## config.mk

```make
export PLATFORM = sky130hd
export DESIGN_NAME = three_phase_pwm_compare_shift
export DESIGN_NICKNAME = d
export VERILOG_FILES = /design/src/design/tppcs_pkg.sv /design/src/design/three_phase_pwm_compare_shift.sv
export SDC_FILE = /design/constraint.sdc
export NUM_CORES = 2
export LEC_CHECK = 0
export ABC_CLOCK_PERIOD_IN_PS = 22200
export BUFFER_PORTS_ARGS = -buffer_cell sky130_fd_sc_hd__buf_2
export CORE_MARGIN = 2
export CORE_UTILIZATION = 35
export DETAILED_ROUTE_END_ITERATION = 7
export GPL_ROUTABILITY_DRIVEN = 1
export GPL_TIMING_DRIVEN = 0
export PLACE_DENSITY = 0.55
export SLEW_MARGIN = 5
export SYNTH_ARGS = -nofsm -noshare
export SYNTH_HDL_FRONTEND = slang
export SYNTH_SLANG_ARGS = --single-unit
export TNS_END_PERCENT = 5
```

## constraint.sdc

```tcl
create_clock -name clk -period 22.2 [get_ports clk]
set_clock_uncertainty 0.05 [all_clocks]
set_input_delay 3.33 -clock clk [delete_from_list [all_inputs] [get_ports clk]]
set_output_delay 3.33 -clock clk [all_outputs]
set_load 0.01 [all_outputs]
```

## src/design/tppcs_pkg.sv

```systemverilog
// Shared types, constants and lookup functions for the three-phase PWM compare shifter.
`default_nettype none
package tppcs_pkg;

    localparam int DUTY_FRACTION_BITS = 15;
    localparam int CMP_W              = 16;
    localparam int GAP_W              = 14;
    localparam int PROD_W             = 2 * CMP_W;
    localparam int SECTOR_W           = 3;

    typedef logic [CMP_W-1:0]    cmp_t;
    typedef logic [GAP_W-1:0]    gap_t;
    typedef logic [SECTOR_W-1:0] sector_t;

    // configuration register indexes
    typedef enum logic {
        REG_PERIOD  = 1'b0,
        REG_MIN_GAP = 1'b1
    } cfg_reg_t;

    typedef enum logic [1:0] {
        PH_U = 2'd0,
        PH_V = 2'd1,
        PH_W = 2'd2
    } phase_t;

    localparam sector_t SECTOR_ZERO_LO = 3'd0;
    localparam sector_t SECTOR_ZERO_HI = 3'd7;

    typedef struct packed {
        cmp_t duty_u;
        cmp_t duty_v;
        cmp_t duty_w;
    } duty_t;

    typedef struct packed {
        cmp_t    rise_u;
        cmp_t    rise_v;
        cmp_t    rise_w;
        cmp_t    fall_u;
        cmp_t    fall_v;
        cmp_t    fall_w;
        sector_t sector;
    } result_t;

    // sector plus the phases holding min, medium and max duty
    typedef struct packed {
        sector_t sector;
        phase_t  mn;
        phase_t  md;
        phase_t  mx;
    } sect_entry_t;

    function automatic sect_entry_t sect_lookup(input logic [2:0] idx);
        sect_entry_t e;
        case (idx)
            3'd0:    e = '{sector: 3'd0, mn: PH_U, md: PH_V, mx: PH_W};
            3'd1:    e = '{sector: 3'd2, mn: PH_W, md: PH_U, mx: PH_V};
            3'd2:    e = '{sector: 3'd4, mn: PH_U, md: PH_V, mx: PH_W};
            3'd3:    e = '{sector: 3'd3, mn: PH_U, md: PH_W, mx: PH_V};
            3'd4:    e = '{sector: 3'd6, mn: PH_V, md: PH_W, mx: PH_U};
            3'd5:    e = '{sector: 3'd1, mn: PH_W, md: PH_V, mx: PH_U};
            3'd6:    e = '{sector: 3'd5, mn: PH_V, md: PH_U, mx: PH_W};
            default: e = '{sector: 3'd7, mn: PH_U, md: PH_V, mx: PH_W};
        endcase
        return e;
    endfunction

    // three-way select of a per-phase compare value
    function automatic cmp_t phase_pick(input cmp_t u, input cmp_t v, input cmp_t w,
                                        input phase_t p);
        cmp_t r;
        case (p)
            PH_U:    r = u;
            PH_V:    r = v;
            default: r = w;
        endcase
        return r;
    endfunction

endpackage
`default_nettype wire

```

## src/design/three_phase_pwm_compare_shift.sv

```systemverilog
// Three-phase PWM compare generator with edge shifting for single-shunt sampling.
// done and result come out of the input, scale and shift registers in turn.
// Throughput: one beat per cycle; busy is held low.
// The receiver cannot stall: each result is shown for one cycle with done high.
// Reset: period returns to 2000, min_gap to 100, pipeline valid flags clear.
`default_nettype none
module three_phase_pwm_compare_shift
(
    input  wire logic               clk,
    input  wire logic               rst_n,
    input  wire logic               start,
    output logic                    busy,
    input  wire tppcs_pkg::duty_t   duty,
    output logic                    done,
    output tppcs_pkg::result_t      result,
    input  wire logic               cfg_we,
    input  wire tppcs_pkg::cfg_reg_t cfg_index,
    input  wire logic [15:0]        cfg_data
);
    import tppcs_pkg::*;

    // ------------------------------------------------------------------
    // Configuration registers
    // ------------------------------------------------------------------
    cmp_t period_reg;
    gap_t min_gap_reg;

    always_ff @(posedge clk or negedge rst_n)
    begin
        if (!rst_n)
        begin
            period_reg  <= CMP_W'(2000);
            min_gap_reg <= GAP_W'(100);
        end
        else if (cfg_we)
        begin
            case (cfg_index)
                REG_PERIOD:  period_reg  <= cfg_data[CMP_W-1:0];
                REG_MIN_GAP: min_gap_reg <= cfg_data[GAP_W-1:0];
                default:     ;
            endcase
        end
    end

    // Every stage moves on each cycle, so the block never pushes back.
    assign busy = 1'b0;

    // ------------------------------------------------------------------
    // Stage 1: capture the duty beat
    // ------------------------------------------------------------------
    logic  v1_reg;
    duty_t duty_reg;

    always_ff @(posedge clk or negedge rst_n)
    begin
        if (!rst_n)
            v1_reg <= 1'b0;
        else
            v1_reg <= start;
    end

    always_ff @(posedge clk)
    begin
        if (start)
            duty_reg <= duty;
    end

    // ------------------------------------------------------------------
    // Stage 2: scale duties to compare values, build the sector index
    // cmp = period - ((duty * period) >> frac), all mod 2^16
    // ------------------------------------------------------------------
    logic [2:0][CMP_W-1:0]  duty_arr;
    logic [2:0][PROD_W-1:0] prod;
    logic [2:0][CMP_W-1:0]  cmp_next;
    logic [2:0]             idx;
    sect_entry_t            entry_next;

    always_comb
    begin
        duty_arr[0] = duty_reg.duty_u;
        duty_arr[1] = duty_reg.duty_v;
        duty_arr[2] = duty_reg.duty_w;
        for (int i = 0; i < 3; i++)
        begin
            prod[i]     = PROD_W'(duty_arr[i]) * PROD_W'(period_reg);
            cmp_next[i] = period_reg - prod[i][DUTY_FRACTION_BITS +: CMP_W];
        end
        idx[2] = duty_reg.duty_u > duty_reg.duty_v;
        idx[1] = duty_reg.duty_w > duty_reg.duty_u;
        idx[0] = duty_reg.duty_v > duty_reg.duty_w;
        entry_next = sect_lookup(idx);
    end

    logic                  v2_reg;
    logic [2:0][CMP_W-1:0] cmp_reg;
    sect_entry_t           entry_reg;

    always_ff @(posedge clk or negedge rst_n)
    begin
        if (!rst_n)
            v2_reg <= 1'b0;
        else
            v2_reg <= v1_reg;
    end

    always_ff @(posedge clk)
    begin
        if (v1_reg)
        begin
            cmp_reg   <= cmp_next;
            entry_reg <= entry_next;
        end
    end

    // ------------------------------------------------------------------
    // Stage 3: limit near the period, then shift max/min edges apart
    // ------------------------------------------------------------------
    cmp_t    gap16;
    cmp_t    lim;
    cmp_t    c_mx;
    cmp_t    c_md;
    cmp_t    c_mn;
    cmp_t    comp_mx;
    cmp_t    comp_md;
    cmp_t    dmax;
    cmp_t    dmin;
    cmp_t    s_mx;
    cmp_t    s_mn;
    cmp_t    rise_mx;
    cmp_t    fall_mx;
    cmp_t    rise_mn;
    cmp_t    fall_mn;
    logic    active;
    logic [2:0][CMP_W-1:0] rise_ph;
    logic [2:0][CMP_W-1:0] fall_ph;
    result_t result_next;

    always_comb
    begin
        gap16  = CMP_W'(min_gap_reg);
        lim    = period_reg - gap16;
        active = (entry_reg.sector != SECTOR_ZERO_LO) && (entry_reg.sector != SECTOR_ZERO_HI);

        c_mx = phase_pick(cmp_reg[0], cmp_reg[1], cmp_reg[2], entry_reg.mx);
        c_md = phase_pick(cmp_reg[0], cmp_reg[1], cmp_reg[2], entry_reg.md);
        c_mn = phase_pick(cmp_reg[0], cmp_reg[1], cmp_reg[2], entry_reg.mn);

        // max above limit pulls both max and medium in; else clamp medium only if it is above limit
        if (c_mx > lim)
        begin
            comp_mx = period_reg - {gap16[CMP_W-2:0], 1'b0};
            comp_md = lim;
        end
        else if (c_md > lim)
        begin
            comp_mx = c_mx;
            comp_md = lim;
        end
        else
        begin
            comp_mx = c_mx;
            comp_md = c_md;
        end

        dmax = comp_md - comp_mx;
        dmin = c_mn - comp_md;
        s_mx = gap16 - dmax;
        s_mn = gap16 - dmin;

        if (dmax < gap16)
        begin
            rise_mx = comp_mx - s_mx;
            fall_mx = comp_mx + s_mx;
        end
        else
        begin
            rise_mx = comp_mx;
            fall_mx = comp_mx;
        end

        if (dmin < gap16)
        begin
            rise_mn = c_mn + s_mn;
            fall_mn = c_mn - s_mn;
        end
        else
        begin
            rise_mn = c_mn;
            fall_mn = c_mn;
        end

        // route roles back onto phases; zero-vector sectors pass through
        for (int p = 0; p < 3; p++)
        begin
            if (!active)
            begin
                rise_ph[p] = cmp_reg[p];
                fall_ph[p] = cmp_reg[p];
            end
            else if (entry_reg.mx == phase_t'(p))
            begin
                rise_ph[p] = rise_mx;
                fall_ph[p] = fall_mx;
            end
            else if (entry_reg.md == phase_t'(p))
            begin
                rise_ph[p] = comp_md;
                fall_ph[p] = comp_md;
            end
            else
            begin
                rise_ph[p] = rise_mn;
                fall_ph[p] = fall_mn;
            end
        end

        result_next.rise_u = rise_ph[0];
        result_next.rise_v = rise_ph[1];
        result_next.rise_w = rise_ph[2];
        result_next.fall_u = fall_ph[0];
        result_next.fall_v = fall_ph[1];
        result_next.fall_w = fall_ph[2];
        result_next.sector = entry_reg.sector;
    end

    logic    done_reg;
    result_t result_reg;

    always_ff @(posedge clk or negedge rst_n)
    begin
        if (!rst_n)
            done_reg <= 1'b0;
        else
            done_reg <= v2_reg;
    end

    always_ff @(posedge clk)
    begin
        if (v2_reg)
            result_reg <= result_next;
    end

    assign done   = done_reg;
    assign result = result_reg;

endmodule
`default_nettype wire
```

==> summary.md <==
| Metric | Value |
|---|---|
| Status | complete, no violations |
| Initial antenna violation count | 3 |
| Max Root-Sink Buffers | 3 |
| End of the worst register-to-register path | result[98]$_DFFE_PP_ |
| Root Buffer | clkbuf_16 |
| Via count of the first global-routing pass | approximately 38k |
| IO Port Bufs | between 150 and 200 |
| Min Tclk post-route | 15000 ps |
| Synth top area cells | fa_1 26%, ha_1 15%, edfxtp_1 13% |
| Clock latency on the worst-skew pair | between 600 and 700 ps |
| Cells after Synth | about 5.2k |
| Adder-cell area share of the yosys netlist | 41.3% |
| Drt wl/cell | between 20 and 25 um |
| Main synth FF type | edfxtp_1 |
| Post-synthesis xor/xnor area fraction | around 4.3% |
| Worst Reg-to-Reg Cells | 50 |
| Setup TNS Final | 0 ps |
| Worst Hold Depth | 0 |
| Total gr overflow | 0 |
| Fin. Hold Viols | 0 |
| R2r startpoint | period_reg[0]$_DFFE_PN0P_ |
| Post-synthesis average cell area | 8.79 um^2 |
| Post-synthesis register bit count | approximately 230 |
| Synth-to-layout area growth | 8.86% |
| Main combinational cell family by area after synthesis | adder cells |
| Std-Cell Rows | between 100 and 150 |
| Worst Path Required | roughly 23000 ps |
| Post-Place Worst Slack | between 7000 and 8000 ps |
| WP buf/inv | 6 |
| Initial core utilization | a little over a third |
| Most frequent cells in the layout | 910 x inv_1, 669 x nand2_1, 589 x fa_1 |
| Gpl congestion | about 1.0 |
| Die footprint | around 130000 um^2 |
| Clock Pin Slew Worst Setup and Hold Paths | ~60 ps |
| Maxcap violations | 0 |
| CTS tree | built |
| Die Wd | around 360 um |
| Post-DP HPWL | around 140000 um |
| CP max-delay cell | mux2i_1 |
| Cell taking the most area after synthesis | fa_1 |
| Total wire length | 172000 um |
| Crit end category | register |
| Unrepaired setup endpoints after global routing | no |
| Max incr delay on CP | 1070 ps |
| Ys async rst share | between 10 and 15% |
| CTS sink cnt | between 200 and 250 |
| Pin count of the biggest net entering global routing | 71 |
| Via Count | 37.7k |
| Peak Freq | roughly 67 MHz |
| Final period utilization | 67.5% |
| I/O pins | 170 |
| Most used cell, CP | a21oi_1 |
| Syn. warnings | 0 |
| Synthesized net count | ~6.4k |
| Global-route wire length before repair | 252000 um |
| Post-Synth Simple-Gate Area | 14.0% |
| Final Max Tran Viols | 0 |
| Final setup margin | between 7000 and 8000 ps |
| Antenna cells | 0 |
| DP Cell Count | about 7k |
| 1st-iter DRT viols | between 3k and 4k |
| Routed Antenna Nets | 0 |
| Hold-fix buffer count after cts | 0 |
| Drt pass-1 iters | 8 |
| Htree depth | 1 |
| Slew of the pin with the lowest slew margin | ~1400 ps |
| Slew headroom | under 10% |
| Post-CTS resize count | 0 |
| Sequential-to-total area share from yosys stat | 15.2% |
| Critical Path Source Type | register |
| Final-layout fill cell count | between 10k and 15k |
| Post-CTS Setup Inserts | 0 |
| Worst EP arrival | roughly 15000 ps |
| Post-synth cell types | between 80 and 90 |
| Peak fanout along the critical path | 13 |
| Hold crit path type | reg2reg |
| Hold endpoint | result[1]$_DFFE_PP_ |
| Via/cell ratio | 5.30 |
| Yosys top cell area share | 26.0% |
| Final cell count without fillers | 7123 |
| # setup viols final | 0 |
| Hold_sp | entry_reg[7]$_DFFE_PP_ |
| Core Footprint | between 100000 and 150000 um^2 |
| Worst reg2reg setup slack | a little over 7000 ps |
| Net total in the final layout | between 6k and 7k |
| Total CTS buffers | 29 |
| Post-synth EDFFs | around 200 |
| Share of cells above drive strength 1 | ~5.7% |
| Mapped cell area | about 45000 um^2 |
| DRC violations left | 0 |
| Total Routing Usage GR | between 20% and 30% |
| Synth Area in Compound Gates | about an eighth |
| Kind of critical path | reg2reg |
| WHS | around 640 ps |
| Crit-path leading delay family | compound AO/OA/AOI/OAI gates |
| Most common cell after layout, fill and taps aside | inv_1 |
| Die H | ~360 um |
| Max reg flops | 96 |
| Post-synthesis mux area share | under 10% |
## cell type report
class	instances	area, um^2	share of cell area, %
plain buffers	246	962	1.95
clock buffers	36	752	1.52
clock inverters	15	179	0.363
inverters	911	3420	6.93
multi-input cells	3768	34100	69.1
flip-flops and latches	234	6880	13.9
well taps	1742	2180	4.42
repair buffers	171	896	1.82
## synthesized netlist by cell type, types with 71 or more instances
master and count:
and2_1 224, inv_1 910, mux2i_1 79, clkbuf_1 226, edfxtp_1 201, a21oi_1 277
nor2_1 228, a21o_1 71, fa_1 589, nand2_1 669, xnor2_1 129, xor2_1 83
ha_1 554, o21ai_0 210
## through the flow
stage / util, % / area [um^2]
global placement: 37.5 / 48400
floorplan: - / 45300
global route: 38.3 / 49300
CTS: 38.3 / 49300
detailed placement: 37.5 / 48400
finish: 38.3 / 49300
## how the worst max path moves through the flow
stage | end | startpoint | cells after the start
after floorplan | result[98]$_DFFE_PP_ | period_reg[0]$_DFFE_PN0P_ | 47
after detailed placement | result[98]$_DFFE_PP_ | period_reg[0]$_DFFE_PN0P_ | 50
final | result[98]$_DFFE_PP_ | period_reg[0]$_DFFE_PN0P_ | 50
after CTS | result[98]$_DFFE_PP_ | period_reg[0]$_DFFE_PN0P_ | 50
after global routing | result[98]$_DFFE_PP_ | period_reg[0]$_DFFE_PN0P_ | 50
after global placement | result[98]$_DFFE_PP_ | period_reg[0]$_DFFE_PN0P_ | 50
## kinds of logic after synthesis
logic type,after synthesis
DFF,234
AOI/OAI and AO/OA,910
xor gates and xnor gates,217
other,1
adders and majority gates,1143
buffers and inverters,1157
and+or+nand+nor,1379
muxes,118
## per-layer routing
metal / global-route usage [%] / share of wire [%] / vias up
met3: 3.50 / 6.5 / 410
met1: 31.8 / 40 / 18627
met4: 14.5 / 7.0 / 2
met5: 0 / 0.0076 / -
met2: 43.5 / 47 / 1546
li1: - / - / 17150
Power is left out: the tool's default activity adds up to more than one toggle a clock period on the data nets, which glitch-free logic cannot reach.
